## src/rtl/fpsc_pkg.sv

```systemverilog
// ============================================================================
// fpsc_pkg - shared constants for the filtered PD servo controller
// Field widths, fixed-point formats, reset values and register indexes.
// ============================================================================
package fpsc_pkg;

    // Filter window and converter width
    localparam int FILTER_DEPTH = 4;
    localparam int SAMPLE_BITS  = 12;

    localparam int PTR_W = (FILTER_DEPTH > 1) ? $clog2(FILTER_DEPTH) : 1;
    localparam int CNT_W = $clog2(FILTER_DEPTH + 1);

    // Register and field widths
    localparam int SETPOINT_W = 12;
    localparam int GAIN_W     = 20;
    localparam int PULSE_W    = 15;
    localparam int PW_W       = 16;
    localparam int ERR_W      = 18;
    localparam int CTL_W      = 17;
    localparam int CFG_W      = 20;
    localparam int CFG_IDX_W  = 3;

    // Q16 formats; error scale is 32 = 2^5 per count
    localparam int Q_FRAC    = 16;
    localparam int ERR_SHIFT = 5;
    localparam int ERR_MAX   = 2 ** (ERR_W - 1) - 1;
    localparam int CTL_ONE   = 2 ** Q_FRAC;

    // Internal datapath widths
    localparam int VAL_W     = (SAMPLE_BITS > SETPOINT_W) ? SAMPLE_BITS : SETPOINT_W;
    localparam int DACC_W    = VAL_W + CNT_W + 1;
    localparam int DIVD_W    = DACC_W + ERR_SHIFT;
    localparam int DIV_CNT_W = $clog2(DIVD_W);
    localparam int HV_W      = ERR_W + 4;
    localparam int VQ_W      = HV_W + GAIN_W - Q_FRAC;
    localparam int MCNT_W    = $clog2((GAIN_W > CTL_W) ? GAIN_W : CTL_W);

    // Register reset values
    localparam logic [SETPOINT_W-1:0] SETPOINT_RST = SETPOINT_W'(2048);
    localparam logic [GAIN_W-1:0]     KP_RST       = GAIN_W'(52429);
    localparam logic [GAIN_W-1:0]     KD_RST       = GAIN_W'(491520);
    localparam logic [PULSE_W-1:0]    PMIN_RST     = PULSE_W'(1000);
    localparam logic [PULSE_W-1:0]    PSPAN_RST    = PULSE_W'(1000);

    typedef enum logic [CFG_IDX_W-1:0] {
        CFG_SETPOINT   = 3'd0,
        CFG_PROP_GAIN  = 3'd1,
        CFG_DERIV_GAIN = 3'd2,
        CFG_PULSE_MIN  = 3'd3,
        CFG_PULSE_SPAN = 3'd4
    } cfg_index_t;

endpackage

```

## src/rtl/fpsc_divider.sv

```systemverilog
// ============================================================================
// fpsc_divider - bit-serial signed divider for the normalized error
// Computes (dividend * 32) / divisor, truncated toward zero, one quotient bit
// per cycle, and saturates the result to the signed error range.
// ============================================================================
module fpsc_divider (
    input  logic                                clk,
    input  logic                                rst_n,
    input  logic                                start,
    input  logic signed [fpsc_pkg::DACC_W-1:0]  dividend,
    input  logic        [fpsc_pkg::CNT_W-1:0]   divisor,
    output logic                                done,
    output logic signed [fpsc_pkg::ERR_W-1:0]   quotient
);

    logic                                busy_reg;
    logic                                fin_reg;
    logic                                done_reg;
    logic [fpsc_pkg::DIV_CNT_W-1:0]      cnt_reg;

    logic                                neg_reg;
    logic [fpsc_pkg::DIVD_W-1:0]         num_reg;
    logic [fpsc_pkg::CNT_W-1:0]          rem_reg;
    logic [fpsc_pkg::CNT_W-1:0]          div_reg;
    logic [fpsc_pkg::DIVD_W-1:0]         q_reg;
    logic signed [fpsc_pkg::ERR_W-1:0]   quot_reg;

    logic [fpsc_pkg::DACC_W-1:0]         mag;
    logic [fpsc_pkg::CNT_W:0]            trial;
    logic                                ge;
    logic [fpsc_pkg::CNT_W-1:0]          rem_step;

    assign mag      = dividend[fpsc_pkg::DACC_W-1] ? fpsc_pkg::DACC_W'(-dividend)
                                                   : fpsc_pkg::DACC_W'(dividend);
    assign trial    = {rem_reg, num_reg[fpsc_pkg::DIVD_W-1]};
    assign ge       = (trial >= {1'b0, div_reg});
    assign rem_step = ge ? fpsc_pkg::CNT_W'(trial - {1'b0, div_reg})
                         : fpsc_pkg::CNT_W'(trial);

    always_ff @(posedge clk or negedge rst_n)
    begin
        if (!rst_n)
        begin
            busy_reg <= 1'b0;
            fin_reg  <= 1'b0;
            done_reg <= 1'b0;
            cnt_reg  <= '0;
        end
        else
        begin
            fin_reg  <= 1'b0;
            done_reg <= fin_reg;
            if (start)
            begin
                busy_reg <= 1'b1;
                cnt_reg  <= fpsc_pkg::DIV_CNT_W'(fpsc_pkg::DIVD_W - 1);
            end
            else if (busy_reg)
            begin
                cnt_reg <= cnt_reg - 1'b1;
                if (cnt_reg == '0)
                begin
                    busy_reg <= 1'b0;
                    fin_reg  <= 1'b1;
                end
            end
        end
    end

    always_ff @(posedge clk)
    begin
        if (start)
        begin
            neg_reg <= dividend[fpsc_pkg::DACC_W-1];
            num_reg <= {mag, fpsc_pkg::ERR_SHIFT'(0)};
            rem_reg <= '0;
            div_reg <= divisor;
            q_reg   <= '0;
        end
        else if (busy_reg)
        begin
            num_reg <= {num_reg[fpsc_pkg::DIVD_W-2:0], 1'b0};
            rem_reg <= rem_step;
            q_reg   <= {q_reg[fpsc_pkg::DIVD_W-2:0], ge};
        end

        // saturate and apply the sign once the magnitude is complete
        if (fin_reg)
        begin
            if (!neg_reg)
            begin
                if (q_reg > fpsc_pkg::DIVD_W'(fpsc_pkg::ERR_MAX))
                    quot_reg <= fpsc_pkg::ERR_W'(fpsc_pkg::ERR_MAX);
                else
                    quot_reg <= q_reg[fpsc_pkg::ERR_W-1:0];
            end
            else
            begin
                if (q_reg > fpsc_pkg::DIVD_W'(fpsc_pkg::ERR_MAX + 1))
                    quot_reg <= fpsc_pkg::ERR_W'(fpsc_pkg::ERR_MAX + 1);
                else
                    quot_reg <= -q_reg[fpsc_pkg::ERR_W-1:0];
            end
        end
    end

    assign done     = done_reg;
    assign quotient = quot_reg;

    a_rem_below_divisor: assert property (@(posedge clk) disable iff (!rst_n)
        busy_reg |-> (rem_reg < div_reg))
        else $error("divider remainder not below divisor");

    a_no_restart: assert property (@(posedge clk) disable iff (!rst_n)
        start |-> !busy_reg && !fin_reg)
        else $error("divider started while busy");

    a_done_after_fin: assert property (@(posedge clk) disable iff (!rst_n)
        done_reg |-> $past(fin_reg) && !busy_reg)
        else $error("divider done without completion");

endmodule

```

## src/rtl/filtered_pd_servo_controller.sv

```systemverilog
// ============================================================================
// filtered_pd_servo_controller - moving-average filter, PD law, servo mapper
// Averages armed samples over a circular window, forms an error scaled by 32 per
// count, runs a PD law clamped to 0..1 and maps it to a servo pulse width.
// ============================================================================
//
//  channel  | handshake                     | payload
//  ---------+-------------------------------+-----------------------------------
//  item     | item_valid / item_stall       | action, sample
//  result   | result_valid / result_stall   | pulse_width, error_value,
//           |                               | control_value, armed_flag
//  config   | cfg_write                     | cfg_index, cfg_data
//
//  An armed tick sums the valid entries (at most FILTER_DEPTH), divides, runs the
//  gain multiply bit by bit, clamps to 0..1, runs the pulse multiply bit by bit
//  and loads the output register; a toggle or a disarmed tick finishes at once
//  with zero values. The next item is taken once the finished result has moved
//  into the output register, where it waits while the next item runs. Reset
//  initializes control state, armed, pointer, fill flag, previous error, config.
// ============================================================================
module filtered_pd_servo_controller (
    input  logic                                 clk,
    input  logic                                 rst_n,
    input  logic                                 item_valid,
    output logic                                 item_stall,
    input  logic                                 action,
    input  logic [fpsc_pkg::SAMPLE_BITS-1:0]     sample,
    output logic                                 result_valid,
    input  logic                                 result_stall,
    output logic [fpsc_pkg::PW_W-1:0]            pulse_width,
    output logic signed [fpsc_pkg::ERR_W-1:0]    error_value,
    output logic [fpsc_pkg::CTL_W-1:0]           control_value,
    output logic                                 armed_flag,
    input  logic                                 cfg_write,
    input  logic [fpsc_pkg::CFG_IDX_W-1:0]       cfg_index,
    input  logic [fpsc_pkg::CFG_W-1:0]           cfg_data
);

    typedef enum logic [5:0] {
        S_IDLE   = 6'b000001,
        S_SUM    = 6'b000010,
        S_DIV    = 6'b000100,
        S_MUL_V  = 6'b001000,
        S_CLAMP  = 6'b010000,
        S_MUL_P  = 6'b100000
    } state_t;

    // ---- configuration registers ----
    logic [fpsc_pkg::SETPOINT_W-1:0]  setpoint_reg;
    logic [fpsc_pkg::GAIN_W-1:0]      kp_reg;
    logic [fpsc_pkg::GAIN_W-1:0]      kd_reg;
    logic [fpsc_pkg::PULSE_W-1:0]     pulse_min_reg;
    logic [fpsc_pkg::PULSE_W-1:0]     pulse_span_reg;

    // ---- control state ----
    state_t                             state_reg, state_next;
    logic                               finish_reg, finish_next;
    logic                               armed_reg, armed_next;
    logic signed [fpsc_pkg::ERR_W-1:0]  prev_err_reg, prev_err_next;
    logic [fpsc_pkg::PTR_W-1:0]         wp_reg, wp_next;
    logic                               full_reg, full_next;
    logic                               result_valid_reg, result_valid_next;
    logic                               div_go_reg, div_go_next;
    logic [fpsc_pkg::PTR_W-1:0]         idx_reg, idx_next;
    logic [fpsc_pkg::CNT_W-1:0]         n_reg, n_next;
    logic [fpsc_pkg::MCNT_W-1:0]        mcnt_reg, mcnt_next;

    // ---- datapath ----
    logic [fpsc_pkg::SAMPLE_BITS-1:0]     window_reg [fpsc_pkg::FILTER_DEPTH];
    logic signed [fpsc_pkg::DACC_W-1:0]   dacc_reg, dacc_next;
    logic signed [fpsc_pkg::ERR_W-1:0]    e_reg, e_next;
    logic signed [fpsc_pkg::ERR_W:0]      de_reg, de_next;
    logic [fpsc_pkg::GAIN_W-1:0]          kp_sh_reg, kp_sh_next;
    logic [fpsc_pkg::GAIN_W-1:0]          kd_sh_reg, kd_sh_next;
    logic signed [fpsc_pkg::HV_W-1:0]     h_reg, h_next;
    logic [fpsc_pkg::GAIN_W-1:0]          l_reg, l_next;
    logic [fpsc_pkg::CTL_W-1:0]           u_reg, u_next;
    logic [fpsc_pkg::CTL_W-1:0]           u_sh_reg, u_sh_next;
    logic [fpsc_pkg::PULSE_W-1:0]         ph_reg, ph_next;
    logic                                 lb_reg, lb_next;

    logic [fpsc_pkg::PW_W-1:0]            pw_out_reg;
    logic signed [fpsc_pkg::ERR_W-1:0]    err_out_reg;
    logic [fpsc_pkg::CTL_W-1:0]           ctl_out_reg;
    logic                                 armed_out_reg;

    logic                                 win_we;
    logic                                 out_load;
    logic                                 wrap;
    logic                                 sum_last;
    logic                                 div_done;
    logic signed [fpsc_pkg::ERR_W-1:0]    div_quot;
    logic signed [fpsc_pkg::HV_W-1:0]     av, bv, tv;
    logic signed [fpsc_pkg::VQ_W-1:0]     vq;
    logic [fpsc_pkg::CTL_W-1:0]           u_clamp;
    logic [fpsc_pkg::PULSE_W:0]           ap, tp;
    logic [fpsc_pkg::PW_W-1:0]            pw_sum;

    fpsc_divider u_divider (
        .clk      (clk),
        .rst_n    (rst_n),
        .start    (div_go_reg),
        .dividend (dacc_reg),
        .divisor  (n_reg),
        .done     (div_done),
        .quotient (div_quot)
    );

    assign item_stall = (state_reg != S_IDLE) || finish_reg;

    assign wrap     = (wp_reg == fpsc_pkg::PTR_W'(fpsc_pkg::FILTER_DEPTH - 1));
    assign sum_last = ((fpsc_pkg::CNT_W'(idx_reg) + 1'b1) == n_reg);

    // error multiply step: both gains scan their bits LSB first
    assign av = kp_sh_reg[0] ? fpsc_pkg::HV_W'(e_reg)  : '0;
    assign bv = kd_sh_reg[0] ? fpsc_pkg::HV_W'(de_reg) : '0;
    assign tv = h_reg + av + bv;

    // floor of the Q16 product is the high part plus the top low bits
    assign vq = $signed({h_reg, l_reg[fpsc_pkg::GAIN_W-1:fpsc_pkg::Q_FRAC]});

    always_comb
    begin
        if (vq[fpsc_pkg::VQ_W-1])
            u_clamp = '0;
        else if (vq > fpsc_pkg::VQ_W'(fpsc_pkg::CTL_ONE))
            u_clamp = fpsc_pkg::CTL_W'(fpsc_pkg::CTL_ONE);
        else
            u_clamp = vq[fpsc_pkg::CTL_W-1:0];
    end

    // pulse multiply step: control value scans its bits LSB first
    assign ap = u_sh_reg[0] ? {1'b0, pulse_span_reg} : '0;
    assign tp = {1'b0, ph_reg} + ap;

    assign pw_sum = fpsc_pkg::PW_W'(pulse_min_reg) + fpsc_pkg::PW_W'({ph_reg, lb_reg});

    assign out_load = finish_reg && (!result_valid_reg || !result_stall);

    always_comb
    begin
        state_next        = state_reg;
        finish_next       = finish_reg;
        armed_next        = armed_reg;
        prev_err_next     = prev_err_reg;
        wp_next           = wp_reg;
        full_next         = full_reg;
        result_valid_next = result_valid_reg && result_stall;
        div_go_next       = 1'b0;
        idx_next          = idx_reg;
        n_next            = n_reg;
        mcnt_next         = mcnt_reg;
        dacc_next         = dacc_reg;
        e_next            = e_reg;
        de_next           = de_reg;
        kp_sh_next        = kp_sh_reg;
        kd_sh_next        = kd_sh_reg;
        h_next            = h_reg;
        l_next            = l_reg;
        u_next            = u_reg;
        u_sh_next         = u_sh_reg;
        ph_next           = ph_reg;
        lb_next           = lb_reg;
        win_we            = 1'b0;

        if (out_load)
        begin
            finish_next       = 1'b0;
            result_valid_next = 1'b1;
        end

        case (state_reg)
            S_IDLE:
            begin
                if (item_valid && !finish_reg)
                begin
                    if (action || !armed_reg)
                    begin
                        // toggle or disarmed tick: minimum pulse, zero values
                        if (action)
                        begin
                            armed_next = !armed_reg;
                            if (armed_reg)
                                prev_err_next = '0;
                        end
                        e_next      = '0;
                        u_next      = '0;
                        ph_next     = '0;
                        lb_next     = 1'b0;
                        finish_next = 1'b1;
                    end
                    else
                    begin
                        win_we    = 1'b1;
                        wp_next   = wrap ? '0 : wp_reg + 1'b1;
                        full_next = full_reg || wrap;
                        n_next    = (full_reg || wrap)
                                    ? fpsc_pkg::CNT_W'(fpsc_pkg::FILTER_DEPTH)
                                    : fpsc_pkg::CNT_W'(wp_reg) + 1'b1;
                        idx_next  = '0;
                        dacc_next = '0;
                        state_next = S_SUM;
                    end
                end
            end
            S_SUM:
            begin
                // accumulate sample minus setpoint over the valid entries
                dacc_next = dacc_reg + fpsc_pkg::DACC_W'(window_reg[idx_reg])
                          - fpsc_pkg::DACC_W'(setpoint_reg);
                idx_next  = idx_reg + 1'b1;
                if (sum_last)
                begin
                    div_go_next = 1'b1;
                    state_next  = S_DIV;
                end
            end
            S_DIV:
            begin
                if (div_done)
                begin
                    e_next     = div_quot;
                    de_next    = (fpsc_pkg::ERR_W + 1)'(div_quot)
                               - (fpsc_pkg::ERR_W + 1)'(prev_err_reg);
                    kp_sh_next = kp_reg;
                    kd_sh_next = kd_reg;
                    h_next     = '0;
                    l_next     = '0;
                    mcnt_next  = '0;
                    state_next = S_MUL_V;
                end
            end
            S_MUL_V:
            begin
                h_next     = tv >>> 1;
                l_next     = {tv[0], l_reg[fpsc_pkg::GAIN_W-1:1]};
                kp_sh_next = kp_sh_reg >> 1;
                kd_sh_next = kd_sh_reg >> 1;
                mcnt_next  = mcnt_reg + 1'b1;
                if (mcnt_reg == fpsc_pkg::MCNT_W'(fpsc_pkg::GAIN_W - 1))
                    state_next = S_CLAMP;
            end
            S_CLAMP:
            begin
                u_next        = u_clamp;
                u_sh_next     = u_clamp;
                ph_next       = '0;
                lb_next       = 1'b0;
                mcnt_next     = '0;
                prev_err_next = e_reg;
                state_next    = S_MUL_P;
            end
            S_MUL_P:
            begin
                ph_next   = tp[fpsc_pkg::PULSE_W:1];
                lb_next   = tp[0];
                u_sh_next = u_sh_reg >> 1;
                mcnt_next = mcnt_reg + 1'b1;
                if (mcnt_reg == fpsc_pkg::MCNT_W'(fpsc_pkg::CTL_W - 1))
                begin
                    finish_next = 1'b1;
                    state_next  = S_IDLE;
                end
            end
            default:
            begin
                state_next = S_IDLE;
            end
        endcase
    end

    always_ff @(posedge clk or negedge rst_n)
    begin
        if (!rst_n)
        begin
            state_reg        <= S_IDLE;
            finish_reg       <= 1'b0;
            armed_reg        <= 1'b0;
            prev_err_reg     <= '0;
            wp_reg           <= '0;
            full_reg         <= 1'b0;
            result_valid_reg <= 1'b0;
            div_go_reg       <= 1'b0;
            idx_reg          <= '0;
            n_reg            <= '0;
            mcnt_reg         <= '0;
            setpoint_reg     <= fpsc_pkg::SETPOINT_RST;
            kp_reg           <= fpsc_pkg::KP_RST;
            kd_reg           <= fpsc_pkg::KD_RST;
            pulse_min_reg    <= fpsc_pkg::PMIN_RST;
            pulse_span_reg   <= fpsc_pkg::PSPAN_RST;
        end
        else
        begin
            state_reg        <= state_next;
            finish_reg       <= finish_next;
            armed_reg        <= armed_next;
            prev_err_reg     <= prev_err_next;
            wp_reg           <= wp_next;
            full_reg         <= full_next;
            result_valid_reg <= result_valid_next;
            div_go_reg       <= div_go_next;
            idx_reg          <= idx_next;
            n_reg            <= n_next;
            mcnt_reg         <= mcnt_next;
            if (cfg_write)
            begin
                case (cfg_index)
                    fpsc_pkg::CFG_SETPOINT:
                        setpoint_reg <= cfg_data[fpsc_pkg::SETPOINT_W-1:0];
                    fpsc_pkg::CFG_PROP_GAIN:
                        kp_reg <= cfg_data[fpsc_pkg::GAIN_W-1:0];
                    fpsc_pkg::CFG_DERIV_GAIN:
                        kd_reg <= cfg_data[fpsc_pkg::GAIN_W-1:0];
                    fpsc_pkg::CFG_PULSE_MIN:
                        pulse_min_reg <= cfg_data[fpsc_pkg::PULSE_W-1:0];
                    fpsc_pkg::CFG_PULSE_SPAN:
                        pulse_span_reg <= cfg_data[fpsc_pkg::PULSE_W-1:0];
                    default:
                    begin
                        // drop writes to unused indexes
                    end
                endcase
            end
        end
    end

    always_ff @(posedge clk)
    begin
        if (win_we)
            window_reg[wp_reg] <= sample;
        dacc_reg  <= dacc_next;
        e_reg     <= e_next;
        de_reg    <= de_next;
        kp_sh_reg <= kp_sh_next;
        kd_sh_reg <= kd_sh_next;
        h_reg     <= h_next;
        l_reg     <= l_next;
        u_reg     <= u_next;
        u_sh_reg  <= u_sh_next;
        ph_reg    <= ph_next;
        lb_reg    <= lb_next;
        if (out_load)
        begin
            pw_out_reg    <= pw_sum;
            err_out_reg   <= e_reg;
            ctl_out_reg   <= u_reg;
            armed_out_reg <= armed_reg;
        end
    end

    assign result_valid  = result_valid_reg;
    assign pulse_width   = pw_out_reg;
    assign error_value   = err_out_reg;
    assign control_value = ctl_out_reg;
    assign armed_flag    = armed_out_reg;

    a_prev_clear_disarmed: assert property (@(posedge clk) disable iff (!rst_n)
        !armed_reg |-> (prev_err_reg == '0))
        else $error("previous error kept while disarmed");

    a_disarmed_zero: assert property (@(posedge clk) disable iff (!rst_n)
        (result_valid && !armed_flag) |-> (error_value == '0) && (control_value == '0))
        else $error("disarmed transaction carries nonzero values");

    a_control_range: assert property (@(posedge clk) disable iff (!rst_n)
        result_valid |-> (control_value <= fpsc_pkg::CTL_W'(fpsc_pkg::CTL_ONE)))
        else $error("control value above one");

    a_result_from_finish: assert property (@(posedge clk) disable iff (!rst_n)
        $rose(result_valid) |-> $past(finish_reg))
        else $error("result raised without a finished item");

    a_sum_armed: assert property (@(posedge clk) disable iff (!rst_n)
        (state_reg == S_SUM) |-> armed_reg && (n_reg != '0))
        else $error("window sum while disarmed or empty");

endmodule
```

## config.mk

```make
export PLATFORM = sky130hd
export DESIGN_NAME = filtered_pd_servo_controller
export DESIGN_NICKNAME = d
export VERILOG_FILES = /design/src/rtl/fpsc_pkg.sv /design/src/rtl/fpsc_divider.sv /design/src/rtl/filtered_pd_servo_controller.sv
export SDC_FILE = /design/constraint.sdc
export NUM_CORES = 1
export LEC_CHECK = 0
export BUFFER_PORTS_ARGS = -buffer_cell sky130_fd_sc_hd__buf_2
export CORE_MARGIN = 4
export CORE_UTILIZATION = 50
export DETAILED_ROUTE_END_ITERATION = 10
export PLACE_DENSITY_LB_ADDON = 0.05
export SETUP_SLACK_MARGIN = 0.15
export SKIP_LAST_GASP = 1
export SLEW_MARGIN = 20
export SYNTH_ARGS = -nofsm -noshare
export SYNTH_HDL_FRONTEND = slang
export SYNTH_SLANG_ARGS = --single-unit
```

## constraint.sdc

```tcl
create_clock -name clk -period 9.8 [get_ports clk]
set_input_delay 2.94 -clock clk [delete_from_list [all_inputs] [get_ports clk]]
set_output_delay 2.94 -clock clk [all_outputs]
set_load 0.005 [all_outputs]
```

==> impl_metrics.json <==
{
  "avgSynthCellArea_sq_um": 12.0,
  "grt.total_usage_pct": 18.9,
  "required_ps": 6860,
  "ys_seq_elements": 461,
  "cts_max_level": 2,
  "synthTopCellsByArea": "edfxtp_1 (40%), dfrtp_1 (11%), ha_1 (5.4%)",
  "clockRootBuffer": "clkbuf_16",
  "remaining_drc_errors": 0,
  "routed_wl_um": 46900,
  "wl_per_cell_um": 17.6,
  "hp-start": "u_reg[0]$_SDFFCE_PP0P_",
  "hold_viol_final": 0,
  "post_cts_buffers": 0,
  "hold_ws_ps": 417,
  "synth_nets": 2111,
  "cp_num_buf_inv": 1,
  "clock_latency_ps": 590,
  "clock_skew_ps": 21.1,
  "yosysTopAreaCellShare_pct": 39.6,
  "fillers": 3845,
  "finalInstanceArea_sq_mm": 0.0259,
  "synth-main-ff-cell": "edfxtp_1",
  "synthMostInstantiatedCell": "edfxtp_1",
  "period_needed_ps": 4890,
  "dpl-instance-area_sq_mm": 0.0243,
  "hold_buffers": 0,
  "finalSetupViolCount": 0,
  "multi_input_area_sq_mm": 0.00954,
  "ys_types": 76,
  "fin_nets": 2206,
  "core_area_sq_mm": 0.0457,
  "grt_max_degree": 67,
  "grt_antenna_before_repair": 0,
  "p_leak_nw": 10.6,
  "arrival_ps": 1950,
  "vdd_drop_max_mv": 0.184,
  "cts-buffers-inserted": 49,
  "rr_worst_depth": 11,
  "synth_largest_area_cell": "edfxtp_1",
  "cap_violations": 0,
  "dp.cells": 2575,
  "largest_reg_flops": 48,
  "slowest_stage": "dfrtp_1",
  "clockBufferDepth": 3,
  "period_share_pct": 49.9,
  "hold_depth": 0,
  "floorplan.io_pins": 95,
  "area_growth_pct": 11.5,
  "reg2reg_slack_ps": 5620,
  "fin_setup_tns_ps": 0,
  "synth-edff-count": 306,
  "syn_inst": 1931,
  "grt_pass1_wl_um": 76600,
  "cts-resized-gates": 0,
  "slew_violations": 0,
  "synth_area_sq_mm": 0.0232,
  "place.port_buffers": 94,
  "ys_seq_area_share_pct": 55.9,
  "crit_fanout": 6,
  "place_congestion": 0.883,
  "dr.first_iter.drc_count": 929,
  "die_w_um": 223,
  "dr.pass1.iters": 5,
  "hpwl_um": 33400,
  "clk_pin_slew_ps": 60,
  "status": "finished clean",
  "critPathTopFamily": "simple AND/OR/NAND/NOR gates",
  "first_global_vias": 14200,
  "seqCellArea_sq_mm": 0.0130,
  "cts_sinks": 461,
  "num_vias": 14400,
  "utilization_pct": 56.7,
  "die-area_sq_mm": 0.0499,
  "cp.depth": 4,
  "hp-class": "register to register",
  "grt_setup_unrepaired": "no",
  "die_height_um": 223,
  "fmax_ghz": 0.204,
  "relSlewSlack_pct": 29.9,
  "cp_slowest_stage_delay_ps": 450,
  "synth_common_cells": "edfxtp_1 (306), nand2_1 (191), nor2_1 (132)",
  "vias_per_cell": 5.40,
  "postSynth.asyncResetShare_pct": 28.4,
  "fp-row-count": 78,
  "r2r_end": "dacc_reg[14]$_SDFFCE_PN0P_",
  "layout-drive-gt1-share_pct": 16.5,
  "worst_pin_slew_ps": 1050,
  "endpoint_kind": "output pin",
  "start_kind": "register",
  "drtAntennaViolNets": 0,
  "critPathKind": "register to output pin",
  "worstReg2RegStart": "idx_reg[0]$_DFFE_PN0P_",
  "tritoncts": "done",
  "power-per-cell-area_mw_per_mm2": 251,
  "whs_endpoint": "control_value[0]$_DFFE_PP_",
  "antennaDiodeCount": 0,
  "grt-ovfl-total": 0,
  "crit_chain": "nor4_1 > and3b_1 > nand2b_1 > buf_2",
  "initial_core_util_pct": 50.8,
  "stdcell_count": 2666,
  "yosysWarnings": 0
}
[worst max path at each step]
stage / end / start
after detailed placement: kd_reg[12]$_DFFE_PN0P_ / cfg_index[2]
final: item_stall / state_reg[3]$_DFFE_PN0P_
after global placement: kd_reg[12]$_DFFE_PN0P_ / cfg_index[2]
after CTS: item_stall / state_reg[3]$_DFFE_PN0P_
after global routing: item_stall / state_reg[3]$_DFFE_PN0P_
after floorplan: armed_flag$_DFFE_PP_ / result_stall
[stage by stage]
stage	setup WS (ps)	total power, mW
global route	4750	6.95
floorplan	2540	4.21
finish	4910	6.49
CTS	4900	6.56
global placement	5030	4.72
detailed placement	5010	4.76
[cells by family (layout without fill, tap and decap cells)]
family	after synthesis	in the layout	synth area share [%]
mux	121	121	6.32
buf+inv	193	328	3.21
flops	461	461	55.9
simple gates	607	607	13.0
xor+xnor	81	81	3.06
fa+ha+maj	139	139	8.72
compound gates	329	329	9.73
[layer usage]
layer	part of all wire (%)	GRT usage, %	vias up
met5	0	0	-
met4	1.9	4.24	0
met3	4.1	3.33	62
met2	45	29.4	219
met1	49	28.0	6985
li1	-	-	7137
[report_power, final]
part | internal, mW | switching, mW | leakage [nW]
sequential | 2.54 | 0.276 | 4.71
clock | 1.02 | 0.754 | 0.743
combinational | 0.828 | 1.07 | 5.14
total | 4.39 | 2.10 | 10.6
[final cells by class]
type	instances	share of cell area [%]
Clock buffer	65	5.21
Clock inverter	26	0.701
Inverter	129	1.88
Multi-Input combinational cell	1277	36.9
Sequential cell	461	50.2
Tap cell	600	2.90
Timing Repair Buffer	108	2.25
[layout by cell type (no fill, tap or decap), types with 14 or more instances in the layout]
cell | Yosys | layout
edfxtp_1 | 306 | 306
nand2_1 | 191 | 191
nor2_1 | 132 | 131
inv_1 | 128 | 128
dfrtp_1 | 104 | 103
ha_1 | 101 | 101
and2_1 | 97 | 97
buf_2 | 5 | 93
mux2_2 | 84 | 84
a21oi_1 | 74 | 74
o21ai_0 | 61 | 61
xnor2_1 | 56 | 56
clkbuf_16 | 0 | 51
a22o_1 | 38 | 38
fa_1 | 38 | 38
nor3_1 | 32 | 30
a21o_1 | 29 | 29
dfstp_2 | 27 | 27
xor2_1 | 25 | 25
mux2i_1 | 25 | 25
dfxtp_1 | 24 | 24
or3_1 | 20 | 20
nand3_1 | 19 | 19
nor2b_1 | 19 | 19
o21a_1 | 16 | 16
a211oi_1 | 15 | 15
a31oi_1 | 16 | 15
buf_4 | 1 | 14
Power figures use the tool's default switching activity.
